`src/kwlts_pkg.sv`:
```
// ----------------------------------------------------------------------------
// kwlts_pkg
// Shared constants and types for the k-way loser tree select unit.
// ----------------------------------------------------------------------------
package kwlts_pkg;

	// Default number of ways in the tournament
	localparam int WAYS_DEFAULT = 8;

	// Way value width and exhaustion sentinel (largest signed value)
	localparam int VALUE_W = 32;
	localparam logic signed [VALUE_W-1:0] VALUE_MAX = {1'b0, {(VALUE_W-1){1'b1}}};

	// Depth of the queue between front and back
	localparam int QUEUE_DEPTH = 2;

	// Operation handed from front to back
	localparam int OP_W = 2;
	typedef enum logic [OP_W-1:0] {
		OP_LOAD,
		OP_BUILD,
		OP_UPDATE
	} op_t;

endpackage

```
`src/kwlts_ram.sv`:
```
// ----------------------------------------------------------------------------
// kwlts_ram
// Generic RAM: one write port, two read ports, registered read data.
// ----------------------------------------------------------------------------
module kwlts_ram #(
	parameter int WIDTH = 32,
	parameter int DEPTH = 8,
	localparam int AW = (DEPTH > 1) ? $clog2(DEPTH) : 1
) (
	input  logic             clk,
	input  logic             wr_en,
	input  logic [AW-1:0]    wr_addr,
	input  logic [WIDTH-1:0] wr_data,
	input  logic [AW-1:0]    rd_addr_a,
	output logic [WIDTH-1:0] rd_data_a,
	input  logic [AW-1:0]    rd_addr_b,
	output logic [WIDTH-1:0] rd_data_b
);

	logic [WIDTH-1:0] mem_q [DEPTH];

	// Write port
	always_ff @(posedge clk) begin
		if (wr_en) begin
			mem_q[wr_addr] <= wr_data;
		end
	end

	// Registered read ports
	always_ff @(posedge clk) begin
		rd_data_a <= mem_q[rd_addr_a];
		rd_data_b <= mem_q[rd_addr_b];
	end

endmodule

```
`src/kwlts_front.sv`:
```
// ----------------------------------------------------------------------------
// kwlts_front
// Input side: decodes the command, drops unused commands and out-of-range
// ways, and pushes valid operations into the queue.
// ----------------------------------------------------------------------------
module kwlts_front #(
	parameter int WAYS = kwlts_pkg::WAYS_DEFAULT,
	parameter int TDATA_W = 40,
	localparam int WAY_W = $clog2(WAYS),
	localparam int ENTRY_W = kwlts_pkg::OP_W + WAY_W + kwlts_pkg::VALUE_W
) (
	input  logic               s_tvalid,
	output logic               s_tready,
	input  logic [TDATA_W-1:0] s_tdata,
	input  logic [1:0]         s_tuser,
	input  logic               q_full,
	output logic               q_push,
	output logic [ENTRY_W-1:0] q_push_data
);

	localparam logic [1:0] CMD_LOAD   = 2'd0;
	localparam logic [1:0] CMD_BUILD  = 2'd1;
	localparam logic [1:0] CMD_UPDATE = 2'd2;

	logic [WAY_W-1:0]              way;
	logic [kwlts_pkg::VALUE_W-1:0] value;
	logic                          in_range;
	logic                          keep;
	kwlts_pkg::op_t                op;

	assign way      = s_tdata[WAY_W-1:0];
	assign value    = s_tdata[WAY_W +: kwlts_pkg::VALUE_W];
	assign in_range = ({1'b0, way} < (WAY_W+1)'(WAYS));

	// Command decode
	always_comb begin
		op   = kwlts_pkg::OP_LOAD;
		keep = 1'b0;
		unique case (s_tuser)
			CMD_LOAD: begin
				op   = kwlts_pkg::OP_LOAD;
				keep = in_range;
			end
			CMD_BUILD: begin
				op   = kwlts_pkg::OP_BUILD;
				keep = 1'b1;
			end
			CMD_UPDATE: begin
				op   = kwlts_pkg::OP_UPDATE;
				keep = in_range;
			end
			default: begin
				op   = kwlts_pkg::OP_LOAD;
				keep = 1'b0;
			end
		endcase
	end

	// Accept whenever the queue has room; dropped items just vanish
	assign s_tready    = ~q_full;
	assign q_push      = s_tvalid & s_tready & keep;
	assign q_push_data = {op, way, value};

endmodule

```
`src/kwlts_fifo.sv`:
```
// ----------------------------------------------------------------------------
// kwlts_fifo
// Small register queue between the front and the back.
// ----------------------------------------------------------------------------
module kwlts_fifo #(
	parameter int WIDTH = 37,
	parameter int DEPTH = kwlts_pkg::QUEUE_DEPTH,
	localparam int PTR_W = (DEPTH > 1) ? $clog2(DEPTH) : 1,
	localparam int CNT_W = $clog2(DEPTH + 1)
) (
	input  logic             clk,
	input  logic             arst_n,
	input  logic             push,
	input  logic [WIDTH-1:0] push_data,
	output logic             full,
	input  logic             pop,
	output logic             valid,
	output logic [WIDTH-1:0] pop_data
);

	logic [WIDTH-1:0] entry_q [DEPTH];
	logic [PTR_W-1:0] wr_ptr_q;
	logic [PTR_W-1:0] rd_ptr_q;
	logic [CNT_W-1:0] count_q;

	assign full     = (count_q == CNT_W'(DEPTH));
	assign valid    = (count_q != '0);
	assign pop_data = entry_q[rd_ptr_q];

	// Pointers and fill count
	always_ff @(posedge clk or negedge arst_n) begin
		if (!arst_n) begin
			wr_ptr_q <= '0;
			rd_ptr_q <= '0;
			count_q  <= '0;
		end else begin
			if (push) begin
				wr_ptr_q <= (wr_ptr_q == PTR_W'(DEPTH - 1)) ? '0 : wr_ptr_q + 1'b1;
			end
			if (pop) begin
				rd_ptr_q <= (rd_ptr_q == PTR_W'(DEPTH - 1)) ? '0 : rd_ptr_q + 1'b1;
			end
			if (push && !pop) begin
				count_q <= count_q + 1'b1;
			end else if (pop && !push) begin
				count_q <= count_q - 1'b1;
			end
		end
	end

	// Storage
	always_ff @(posedge clk) begin
		if (push) begin
			entry_q[wr_ptr_q] <= push_data;
		end
	end

endmodule

```
`src/kwlts_back.sv`:
```
// ----------------------------------------------------------------------------
// kwlts_back
// Execution side: way value memory, loser node memory, build and replay
// sequencer (fetch node, read values, compare) and the result register.
// ----------------------------------------------------------------------------
module kwlts_back #(
	parameter int WAYS = kwlts_pkg::WAYS_DEFAULT,
	localparam int WAY_W = $clog2(WAYS),
	localparam int ENTRY_W = kwlts_pkg::OP_W + WAY_W + kwlts_pkg::VALUE_W
) (
	input  logic                                clk,
	input  logic                                arst_n,
	input  logic                                q_valid,
	input  logic [ENTRY_W-1:0]                  q_data,
	output logic                                q_pop,
	output logic                                res_valid,
	input  logic                                res_ready,
	output logic [WAY_W-1:0]                    res_way,
	output logic signed [kwlts_pkg::VALUE_W-1:0] res_value,
	output logic                                res_exhausted
);

	localparam int VW = kwlts_pkg::VALUE_W;

	typedef enum logic [2:0] {
		ST_IDLE,
		ST_FETCH,
		ST_READ,
		ST_EVAL,
		ST_OUT
	} state_t;

	state_t                  state_q;
	logic                    is_build_q;
	logic [WAY_W-1:0]        node_q;
	logic [WAY_W-1:0]        cand_a_q;
	logic [WAY_W-1:0]        cand_b_q;
	logic [WAY_W-1:0]        cur_way_q;
	logic signed [VW-1:0]    win_val_q;
	logic [WAYS-1:0]         val_valid_q;
	logic [WAYS-1:0]         los_valid_q;
	logic                    out_valid_q;
	logic [WAY_W-1:0]        out_way_q;
	logic signed [VW-1:0]    out_value_q;
	logic                    out_exh_q;

	// Queue head fields
	kwlts_pkg::op_t          q_op;
	logic [WAY_W-1:0]        q_way;
	logic [VW-1:0]           q_value;

	assign q_op    = kwlts_pkg::op_t'(q_data[ENTRY_W-1 -: kwlts_pkg::OP_W]);
	assign q_way   = q_data[VW +: WAY_W];
	assign q_value = q_data[VW-1:0];
	assign q_pop   = (state_q == ST_IDLE) && q_valid;

	// Children of the current node; those at or above WAYS are leaves
	logic [WAY_W:0]   child_a;
	logic [WAY_W:0]   child_b;
	logic [WAY_W:0]   leaf_a_full;
	logic [WAY_W:0]   leaf_b_full;
	logic             leaf_a;
	logic             leaf_b;

	assign child_a     = {node_q, 1'b0};
	assign child_b     = {node_q, 1'b1};
	assign leaf_a      = (child_a >= (WAY_W+1)'(WAYS));
	assign leaf_b      = (child_b >= (WAY_W+1)'(WAYS));
	assign leaf_a_full = child_a - (WAY_W+1)'(WAYS);
	assign leaf_b_full = child_b - (WAY_W+1)'(WAYS);

	// Memories
	logic             val_wr_en;
	logic [VW-1:0]    val_rd_a;
	logic [VW-1:0]    val_rd_b;
	logic [WAY_W-1:0] sel_a;
	logic [WAY_W-1:0] sel_b;
	logic             los_wr_en;
	logic [WAY_W-1:0] los_wr_data;
	logic [WAY_W-1:0] los_rd;
	logic             win_wr_en;
	logic [WAY_W-1:0] win_wr_data;
	logic [WAY_W-1:0] win_rd_a;
	logic [WAY_W-1:0] win_rd_b;

	assign val_wr_en = q_pop && (q_op == kwlts_pkg::OP_LOAD || q_op == kwlts_pkg::OP_UPDATE);

	kwlts_ram #(.WIDTH(VW), .DEPTH(WAYS)) u_val_ram (
		.clk       (clk),
		.wr_en     (val_wr_en),
		.wr_addr   (q_way),
		.wr_data   (q_value),
		.rd_addr_a (sel_a),
		.rd_data_a (val_rd_a),
		.rd_addr_b (sel_b),
		.rd_data_b (val_rd_b)
	);

	kwlts_ram #(.WIDTH(WAY_W), .DEPTH(WAYS)) u_los_ram (
		.clk       (clk),
		.wr_en     (los_wr_en),
		.wr_addr   (node_q),
		.wr_data   (los_wr_data),
		.rd_addr_a (node_q),
		.rd_data_a (los_rd),
		.rd_addr_b (node_q),
		.rd_data_b ()
	);

	// Scratch for match winners during a build
	kwlts_ram #(.WIDTH(WAY_W), .DEPTH(WAYS)) u_win_ram (
		.clk       (clk),
		.wr_en     (win_wr_en),
		.wr_addr   (node_q),
		.wr_data   (win_wr_data),
		.rd_addr_a (child_a[WAY_W-1:0]),
		.rd_data_a (win_rd_a),
		.rd_addr_b (child_b[WAY_W-1:0]),
		.rd_data_b (win_rd_b)
	);

	// Contenders of the match: children for a build, stored loser and
	// carried way for a replay (unwritten loser node reads as way zero)
	always_comb begin
		if (is_build_q) begin
			sel_a = leaf_a ? leaf_a_full[WAY_W-1:0] : win_rd_a;
			sel_b = leaf_b ? leaf_b_full[WAY_W-1:0] : win_rd_b;
		end else begin
			sel_a = los_valid_q[node_q] ? los_rd : '0;
			sel_b = cur_way_q;
		end
	end

	// Match: unwritten ways read as the sentinel, ties to the lower way
	logic signed [VW-1:0] va;
	logic signed [VW-1:0] vb;
	logic                 a_beats_b;
	logic                 b_beats_a;

	assign va        = val_valid_q[cand_a_q] ? signed'(val_rd_a) : kwlts_pkg::VALUE_MAX;
	assign vb        = val_valid_q[cand_b_q] ? signed'(val_rd_b) : kwlts_pkg::VALUE_MAX;
	assign a_beats_b = (va < vb) || ((va == vb) && (cand_a_q < cand_b_q));
	assign b_beats_a = (vb < va) || ((va == vb) && (cand_b_q < cand_a_q));

	logic [WAY_W-1:0]     next_way;
	logic signed [VW-1:0] next_val;
	logic                 out_load;

	// Winner carried upward and loser kept at the node
	always_comb begin
		if (is_build_q) begin
			next_way    = b_beats_a ? cand_b_q : cand_a_q;
			next_val    = b_beats_a ? vb : va;
			los_wr_data = b_beats_a ? cand_a_q : cand_b_q;
			los_wr_en   = (state_q == ST_EVAL);
		end else begin
			next_way    = a_beats_b ? cand_a_q : cand_b_q;
			next_val    = a_beats_b ? va : vb;
			los_wr_data = cand_b_q;
			los_wr_en   = (state_q == ST_EVAL) && a_beats_b;
		end
	end

	assign win_wr_en   = (state_q == ST_EVAL) && is_build_q;
	assign win_wr_data = next_way;
	assign out_load    = (state_q == ST_OUT) && (!out_valid_q || res_ready);

	logic [WAY_W:0] start_node;
	assign start_node = ((WAY_W+1)'(q_way) + (WAY_W+1)'(WAYS)) >> 1;

	// Sequencer, valid bits and result register
	always_ff @(posedge clk or negedge arst_n) begin
		if (!arst_n) begin
			state_q     <= ST_IDLE;
			is_build_q  <= 1'b0;
			node_q      <= '0;
			cand_a_q    <= '0;
			cand_b_q    <= '0;
			cur_way_q   <= '0;
			win_val_q   <= '0;
			val_valid_q <= '0;
			los_valid_q <= '0;
			out_valid_q <= 1'b0;
			out_way_q   <= '0;
			out_value_q <= '0;
			out_exh_q   <= 1'b0;
		end else begin
			if (val_wr_en) begin
				val_valid_q[q_way] <= 1'b1;
			end
			if (los_wr_en) begin
				los_valid_q[node_q] <= 1'b1;
			end
			// Result valid: set on a new load, cleared once taken
			if (out_load) begin
				out_valid_q <= 1'b1;
			end else if (out_valid_q && res_ready) begin
				out_valid_q <= 1'b0;
			end

			unique case (state_q)
				ST_IDLE: begin
					if (q_pop) begin
						unique case (q_op)
							kwlts_pkg::OP_BUILD: begin
								is_build_q <= 1'b1;
								node_q     <= WAY_W'(WAYS - 1);
								state_q    <= ST_FETCH;
							end
							kwlts_pkg::OP_UPDATE: begin
								is_build_q <= 1'b0;
								node_q     <= start_node[WAY_W-1:0];
								cur_way_q  <= q_way;
								state_q    <= ST_FETCH;
							end
							default: begin
								state_q <= ST_IDLE;
							end
						endcase
					end
				end
				ST_FETCH: begin
					state_q <= ST_READ;
				end
				ST_READ: begin
					cand_a_q <= sel_a;
					cand_b_q <= sel_b;
					state_q  <= ST_EVAL;
				end
				ST_EVAL: begin
					cur_way_q <= next_way;
					win_val_q <= next_val;
					if (node_q == WAY_W'(1)) begin
						state_q <= ST_OUT;
					end else begin
						node_q  <= is_build_q ? node_q - 1'b1 : node_q >> 1;
						state_q <= ST_FETCH;
					end
				end
				ST_OUT: begin
					if (out_load) begin
						out_way_q   <= cur_way_q;
						out_value_q <= win_val_q;
						out_exh_q   <= (win_val_q == kwlts_pkg::VALUE_MAX);
						state_q     <= ST_IDLE;
					end
				end
				default: begin
					state_q <= ST_IDLE;
				end
			endcase
		end
	end

	assign res_valid     = out_valid_q;
	assign res_way       = out_way_q;
	assign res_value     = out_value_q;
	assign res_exhausted = out_exh_q;

endmodule

```
`src/k_way_loser_tree_select_unit.sv`:
```
// From input transaction to m_tvalid, a build or an update passes the queue and
// the pop, then for each node match a node read, a value read and a compare,
// then the result load, which waits while an untaken result is held. A build
// matches every node, an update those on the way's path. A load ends at the pop.
// Throughput: one operation at a time in the back; the two-entry queue keeps
// accepting until full. Reset: ways read as the sentinel, nodes as zero.
// ----------------------------------------------------------------------------
// k_way_loser_tree_select_unit
// Loser tree over WAYS signed ways for a k-way merge, with load, build and
// update commands on a stream input and the winner on a stream output.
// ----------------------------------------------------------------------------
module k_way_loser_tree_select_unit #(
	parameter int WAYS = kwlts_pkg::WAYS_DEFAULT,
	localparam int WAY_W = $clog2(WAYS),
	localparam int IN_TDATA_W = ((WAY_W + kwlts_pkg::VALUE_W + 7) / 8) * 8,
	localparam int OUT_TDATA_W = ((WAY_W + kwlts_pkg::VALUE_W + 7) / 8) * 8
) (
	input  logic                   clk,
	input  logic                   arst_n,
	input  logic                   s_tvalid,
	output logic                   s_tready,
	input  logic [IN_TDATA_W-1:0]  s_tdata,  // way_index, leaf_value, zero pad
	input  logic [1:0]             s_tuser,  // command
	output logic                   m_tvalid,
	input  logic                   m_tready,
	output logic [OUT_TDATA_W-1:0] m_tdata,  // winner_way, winner_value, zero pad
	output logic                   m_tuser   // all_exhausted
);

	localparam int ENTRY_W = kwlts_pkg::OP_W + WAY_W + kwlts_pkg::VALUE_W;

	logic                                 q_full;
	logic                                 q_push;
	logic [ENTRY_W-1:0]                   q_push_data;
	logic                                 q_valid;
	logic                                 q_pop;
	logic [ENTRY_W-1:0]                   q_data;
	logic [WAY_W-1:0]                     res_way;
	logic signed [kwlts_pkg::VALUE_W-1:0] res_value;

	kwlts_front #(.WAYS(WAYS), .TDATA_W(IN_TDATA_W)) u_front (
		.s_tvalid    (s_tvalid),
		.s_tready    (s_tready),
		.s_tdata     (s_tdata),
		.s_tuser     (s_tuser),
		.q_full      (q_full),
		.q_push      (q_push),
		.q_push_data (q_push_data)
	);

	kwlts_fifo #(.WIDTH(ENTRY_W), .DEPTH(kwlts_pkg::QUEUE_DEPTH)) u_fifo (
		.clk       (clk),
		.arst_n    (arst_n),
		.push      (q_push),
		.push_data (q_push_data),
		.full      (q_full),
		.pop       (q_pop),
		.valid     (q_valid),
		.pop_data  (q_data)
	);

	kwlts_back #(.WAYS(WAYS)) u_back (
		.clk           (clk),
		.arst_n        (arst_n),
		.q_valid       (q_valid),
		.q_data        (q_data),
		.q_pop         (q_pop),
		.res_valid     (m_tvalid),
		.res_ready     (m_tready),
		.res_way       (res_way),
		.res_value     (res_value),
		.res_exhausted (m_tuser)
	);

	// Result packing, lowest field first
	assign m_tdata = OUT_TDATA_W'({res_value, res_way});

endmodule
```
`config.mk`:
```
export PLATFORM = sky130hd
export DESIGN_NAME = k_way_loser_tree_select_unit
export DESIGN_NICKNAME = d
export VERILOG_FILES = /design/src/kwlts_pkg.sv /design/src/kwlts_ram.sv /design/src/kwlts_front.sv /design/src/kwlts_fifo.sv /design/src/kwlts_back.sv /design/src/k_way_loser_tree_select_unit.sv
export SDC_FILE = /design/constraint.sdc
export NUM_CORES = 1
export LEC_CHECK = 0
export BUFFER_PORTS_ARGS = -buffer_cell sky130_fd_sc_hd__buf_4
export CORE_ASPECT_RATIO = 0.7
export CORE_MARGIN = 2
export CORE_UTILIZATION = 41
export CTS_BUF_LIST = sky130_fd_sc_hd__clkbuf_4 sky130_fd_sc_hd__clkbuf_8
export DETAILED_ROUTE_END_ITERATION = 6
export GPL_TIMING_DRIVEN = 0
export PLACE_DENSITY_LB_ADDON = 0.15
export SLEW_MARGIN = 20
export SYNTH_ARGS = -nofsm -noshare
export SYNTH_HDL_FRONTEND = slang
export SYNTH_SLANG_ARGS = --single-unit
```
`constraint.sdc`:
```
create_clock -name clk -period 3.7 [get_ports clk]
set_input_delay 0.185 -clock clk [delete_from_list [all_inputs] [get_ports clk]]
set_output_delay 0.185 -clock clk [all_outputs]
set_load 0.01 [all_outputs]
```
## Word-level counts from Yosys, hierarchy flattened

Memory sizes are Yosys's and may differ from the RTL's. A register that Yosys moved wholly into a read port is not among the register bits.
Index checks and enable logic that the tools add are counted.

- Bits of input ports: 46
- Bits in read-only memories: 0
- Word-level logic and storage cells: 152
- Flip-flop bits (word level): 105
- Latch bits: 0
- Output and inout bits: 43
- Memory bits (writable): 378
- Memories kept: 4

- Mux-type cells: 56
- $add $sub $neg: 8
- Magnitude comparators: 12
- Reduce and logical (&&, ||, !) cells: 34
- Shifts and indexed selects: 0
- Bitwise logic cells: 5
- Equal/unequal tests: 17
- Div/mod/pow operators: 0
- Multiply operators: 0

Memory list:

| memory | words | width | read ports | clocked after Yosys merged registers in | wr ports | line | source |
|---|---|---|---|---|---|---|---|
| u_back.u_val_ram.mem_q | 8 | 32 | 2 | 2 | 1 | kwlts_ram.sv:20 | `logic [WIDTH-1:0] mem_q [DEPTH];` |
| u_fifo.entry_q | 2 | 37 | 1 | 0 | 1 | kwlts_fifo.sv:21 | `logic [WIDTH-1:0] entry_q [DEPTH];` |
| u_back.u_los_ram.mem_q | 8 | 3 | 1 | 1 | 1 | kwlts_ram.sv:20 |  |
| u_back.u_win_ram.mem_q | 8 | 3 | 2 | 2 | 1 | kwlts_ram.sv:20 |  |

Operator list:

| cell | number |
|---|---|
| two-way mux 32 bit | 5 |
| less-than comparator 32 bit | 2 |
| two-way mux 3 bit | 18 |
| == test 32 bit | 1 |
| == test 32 bit (second input constant) | 1 |
| two-way mux 1 bit | 20 |
| one-hot mux 3 bit (2 select lines) | 3 |
| less-than comparator 3 x 4 -> 1 bit (second input constant) | 4 |
| OR 8 bit | 2 |
| one-hot mux 3 bit (5 select lines) | 1 |
| logical AND 1 bit | 12 |
| nonzero test 2 bit | 5 |
| binary-select mux 1 bit (select 3 bit) | 3 |
| subtractor 3 x 1 -> 3 bit (second input constant) | 3 |
| greater-or-equal comparator 4 bit (second input constant) | 2 |
| demux 1 bit (select 3 bit) | 2 |
| == test 2 bit (second input constant) | 3 |
| == test 3 x 1 -> 1 bit (second input constant) | 2 |
| == test 3 x 2 -> 1 bit (second input constant) | 2 |
| greater-or-equal comparator 3 x 1 -> 1 bit (second input constant) | 2 |
| less-than comparator 3 bit | 2 |
| AND reduction 3 bit | 2 |
| adder 3 x 4 -> 4 bit (second input constant) | 1 |
| == test 2 x 1 -> 1 bit (second input constant) | 2 |
| other kinds (20) | 32 |

## Logic depth before layout (Yosys ltp)

- Depth after elaboration: 10
- Depth in mapped cells: 15
- Depth with buffers taken out: 13

## Cells and area by module

A second synthesis with hierarchy kept.

- Cell total of the unflattened synthesis: 1441
- Area total of the unflattened synthesis: 24908.9 µm²

By module, submodules not included:

| module | area an instance (µm²) | cells an instance | instances | sequential area each (µm²) |
|---|---|---|---|---|
| kwlts_ram (u_back.u_val_ram) | 13180.1 | 561 | 1 | 8968.6 |
| kwlts_back | 5841.9 | 577 | 1 | 2527.4 |
| kwlts_fifo | 2941.6 | 131 | 1 | 2322.2 |
| kwlts_ram (u_back.u_los_ram ...) | 1305.0 | 63 | 2 | 840.8 |
| kwlts_front | 294.0 | 40 | 1 | 0.0 |
| k_way_loser_tree_select_unit | 41.3 | 6 | 1 | 0.0 |

## Worst setup path before layout

Ideal clock, no wire load.

- Path kind: register -> register
- Start point: register u_back.cand_b_q[0]
- End point: register u_back.cur_way_q[0]
- Setup time: 125 ps
- Slack: -312 ps
- Required time: 3575 ps
- Arrival time: 3887 ps
- Stages on the path, launching flop included: 15
- Period minus slack after synthesis: 4012 ps
- Path buffers: 2
- Cell sequence: dfrtp_1 mux4_2 mux2i_1 clkbuf_1 nor2_1 ha_1 nand4_1 nor4_2 nand3_1 nor3_1 nand2_1 o22ai_1 buf_2 mux2_2 mux2_2

- Cells in the longest elaborated chain, start to end: 9
- Elaborated cells on any way between the ends: 16
- Those cells by class: order compare: 4; eq/ne: 1; mux: 7; reduce/logical: 4

Ends and longest elaborated chain:

| what | line | source |
|---|---|---|
| start: declaration | kwlts_back.sv:37 | `logic [WAY_W-1:0] cand_b_q;` |
| start signal: assignment | kwlts_back.sv:227 | `cand_b_q <= sel_b;` |
| parallel branches: the longest is 7 deep, another holds less-than comparator 32 bit | n/a |  |
| two-way mux 3 bit * | kwlts_back.sv:151 | `if (is_build_q) begin` |
| via u_back.next_way[0] | kwlts_back.sv:145 | `logic [WAY_W-1:0] next_way;` |
| one-hot mux 3 bit (2 select lines) * | kwlts_back.sv:201 | `unique case (state_q)` |
| end signal: assignment | kwlts_back.sv:213 | `cur_way_q <= q_way;` |
| end signal: assignment | kwlts_back.sv:231 | `cur_way_q <= next_way;` |
| end: declaration | kwlts_back.sv:38 | `logic [WAY_W-1:0] cur_way_q;` |

Mark *: on every way through the listed nets, which the timed path passes. The select of a mux whose other input is x is not followed.
A chain may end at the register's enable or synchronous reset.

## Worst setup path after layout

Ends and elaborated chain as after synthesis.

==> out/metrics.csv <==
stage;metric;value;unit
status;run status;complete, but fails checks;
status;violated checks;setup timing;
sta;Final Hold Viols;0;
route;vias per cell;5.650;
setup_path;critical-path maximum fanout;7;
floorplanning;Die Y;207.4;um
sta;RSZ-0062 raised after global routing;yes;
sta;fmax;246.5;MHz
synth;Post-Synthesis Cells;2132;
cts;CTS tree;yes;
job;Max Cap Viol;0;
cts;root buffer cell;clkbuf_8;
setup_path;RR Startpoint;u_back.cand_b_q[0];
setup_path;CP startpoint kind;flop;
route;via count;18280;
placed_design;dpl cell area;0.02627;mm2
synth;Post-synth EDFFs;378;
finish;ratio of cells with drive above 1 in the final layout;0.2463;
sta;# setup viols final;115;
sta;crit share post-route;1.096;
hold_path;Hold Crit Depth;2;
cts;clk_lat worst skew;0.71;ns
hold_path;Hold Crit Endpoint;u_fifo.entry_q[1][8];
cts;clk buf depth;3;
global_routing;largest net degree at the start of global routing;106;
floorplanning;Rows;74;
sta;Setup WS post-layout;-0.3570;ns
cts;CTS Buf Count;88;
sta;post-route minimum period;4.057;ns
global_routing;Total GRT Usage;0.2493;
synth;Primary FF master, synth;edfxtp_1;
global_routing;GRT overflow;0;
global_routing;grt met3 use;0.07398;
setup_path;r2r endpoint;u_back.cur_way_q[0];
setup_path;critical-path cell list;mux4_2, mux2i_4, buf_6, clkbuf_16, nor2_4, ha_4, nand4_1, nor4_4, nand3_2, nor3_4, nand2_2, o22ai_4, buf_8, mux2_4, mux2_2;
synth;Synth top area share;0.4686;
global_routing;initial antenna violation count;4;
cts;clock slew at reported path FFs;0.06;ns
floorplanning;# IOs;89;
global_routing;first-pass GRT wire length;113000;um
sta;setup TNS;-25.88;ns
synth;leading area contributor after synthesis;edfxtp_1;
synth;Seq cells post-synth;556;
hold_path;Hold Crit Class;in2reg;
setup_path;CP Capture Type;flop;
floorplanning;Total Die Area;0.06108;mm2
synth;share of the yosys chip area belonging to registers;0.6374;
finish;most frequent cells in the layout;nand2_1, edfxtp_1, nand3_1;
finish;Layout fillers;5122;
sta;Final Skew;0.04467;ns
placed_design;dpl ws;-1.574;ns
route;WL final;76380;um
route;wire length per cell;23.61;um
sta;Final Slew Violations;0;
setup_path;Buf/Inv on CP;3;
setup_path;Worst Setup Path Type;reg2reg;
synth;synth top area cells;edfxtp_1, dfrtp_1, nand2_1;
global_routing;vias in the first global route;18020;
route;Detail Route Antenna Nets;0;
setup_path;max incr delay on CP;0.54;ns
setup_path;Worst Reg-to-Reg Cells;15;
setup_path;Worst EP required;4.29;ns
cts;clock sinks;556;
synth;synthesized area;0.02422;mm2
finish;final core occ;0.5136;
finish;Syn-to-layout area delta;23.68;%
setup_path;worst reg-to-reg setup slack;-0.36;ns
global_routing;met2 usage;0.3404;
floorplanning;chip width;294.5;um
finish;Final nets;2482;
global_routing;routing usage on met1;0.3766;
setup_path;Crit-path slowest cell;mux4_2;
floorplanning;CORE AREA;0.05833;mm2
global_routing;grt peak-use layer;met1;
sta;slew margin rel.;0.3714;
placed_design;I/O Buffers;78;
synth;mean post-synth cell area;11.36;um2
finish;design area;0.02996;mm2
floorplanning;Starting Density;0.4153;
hold_path;Worst Hold Launch;s_tdata[11];
synth;asr flop ratio synth;0.1888;
cts;CTS H-tree depth;3;
finish;most common cell after layout, fill and taps aside;nand2_1;
placed_design;Routability Congestion;0.8922;
sta;Least-Margin Pin Slew;0.9395;ns
route;Iteration-0 DRC Markers;2096;
route;drt drc;0;
setup_path;Crit path max-delay family;multiplexers;
placed_design;Post-DP HPWL;52340;um
setup_path;CP Launch Point;u_back.cand_b_q[0];
setup_path;CP arrival;4.64;ns
route;First-pass DRT Iterations;6;
synth;Synth cell types;59;
synth;Ys Warns;0;
stage by stage:
stage / cells / hold slack (ns)
5_1_grt: 3233 / 0.1919
6_report: 3235 / 0.2148
3_5_place_dp: 2988 / 0.3726
4_1_cts: 3229 / 0.1662
3_3_place_gp: 2974 / 0.3692
2_1_floorplan: 2136 / -0.1106
logic make-up after synthesis:
family	after synthesis	synth area share
and+or+nand+nor	1049	0.1913
DFF	556	0.6374
AOI/OAI and AO/OA	193	0.05449
buffers and inverters	152	0.02634
muxes	136	0.06807
adders and majority gates	39	0.02014
xor gates and xnor gates	6	0.002169
other	1	0.0001548
synth_stat cells, types with 6 or more instances:
cell type    n
nand2_1    547
o21ai_0     56
clkbuf_1    93
nor4_1       6
ha_1        39
nand3_1    237
a32oi_1     32
nand4_1     10
or2_2       42
a21oi_1     20
and3_1      32
mux2i_1     41
o31ai_1     37
and2_1      34
nor2b_1     10
buf_2       27
buf_4        7
dfxtp_1     73
mux2_2      78
buf_1        7
mux4_2      15
inv_1       17
dfrtp_1    105
nor3_1      11
nor2_1     109
edfxtp_1   378
sequential cells by signal, summed over array words and instances (netlist names), 2 cells and up:
signal and cells:
u_back.win_val_q 32, u_back.los_valid_q 8, u_back.cur_way_q 3, u_back.cand_a_q 3, u_back.u_win_ram.mem_q 24, u_back.u_win_ram.rd_data_b 3, u_back.res_value 32, u_back.cand_b_q 3
u_fifo.count_q 2, u_back.val_valid_q 8, u_back.state_q 3, u_back.node_q 3, u_fifo.entry_q 74, u_back.res_way 3, u_back.u_los_ram.mem_q 24, u_back.u_win_ram.rd_data_a 3
u_back.u_los_ram.rd_data_a 3, u_back.u_val_ram.mem_q 256, u_back.u_val_ram.rd_data_b 32, u_back.u_val_ram.rd_data_a 32
how the worst max path moves through the flow:
stage	slack, ns	end	depth (start not counted)
floorplan	-0.01	u_back.u_los_ram.mem_q[0][1]	12
global placement	-2.15	u_back.u_val_ram.mem_q[5][16]	4
detailed placement	-1.57	u_back.u_los_ram.mem_q[1][1]	13
CTS	-0.30	u_back.cur_way_q[2]	16
global route	-0.47	u_back.u_los_ram.mem_q[5][2]	16
finish	-0.36	u_back.cur_way_q[0]	15
metal layers:
| layer | share of wire | up-vias |
|---|---|---|
| li1 | - | 8167 |
| met1 | 0.45 | 8962 |
| met2 | 0.41 | 986 |
| met3 | 0.11 | 164 |
| met4 | 0.025 | 0 |
| met5 | 0 | - |
timing repair:
| item | 4_1_cts | 5_1_grt |
|---|---|---|
| pin swaps | 36 | 27 |
| setup buffers | 26 | 3 |
| hold buffers | 41 | 1 |
| resized for setup | 148 | 82 |
| endpoints found under the setup margin | 115 | 142 |
| gates cloned | 8 | 1 |
| endpoints found under the hold margin | 182 | 32 |
layout make-up:
type / instances / area [um2] / area share
Antenna cell: 2 / 5.005 / 0.0001670
Buffer: 135 / 763.2 / 0.02548
Clock buffer: 140 / 1727 / 0.05763
Clock inverter: 26 / 195.2 / 0.006515
Inverter: 17 / 63.81 / 0.002130
Multi-Input combinational cell: 1431 / 9075 / 0.3029
Sequential cell: 556 / 15440 / 0.5155
Tap cell: 760 / 950.9 / 0.03174
Timing Repair Buffer: 168 / 1737 / 0.05797
Power is not shown: default switching activity piles up to over one toggle a cycle in this logic, so the estimate is an artifact.
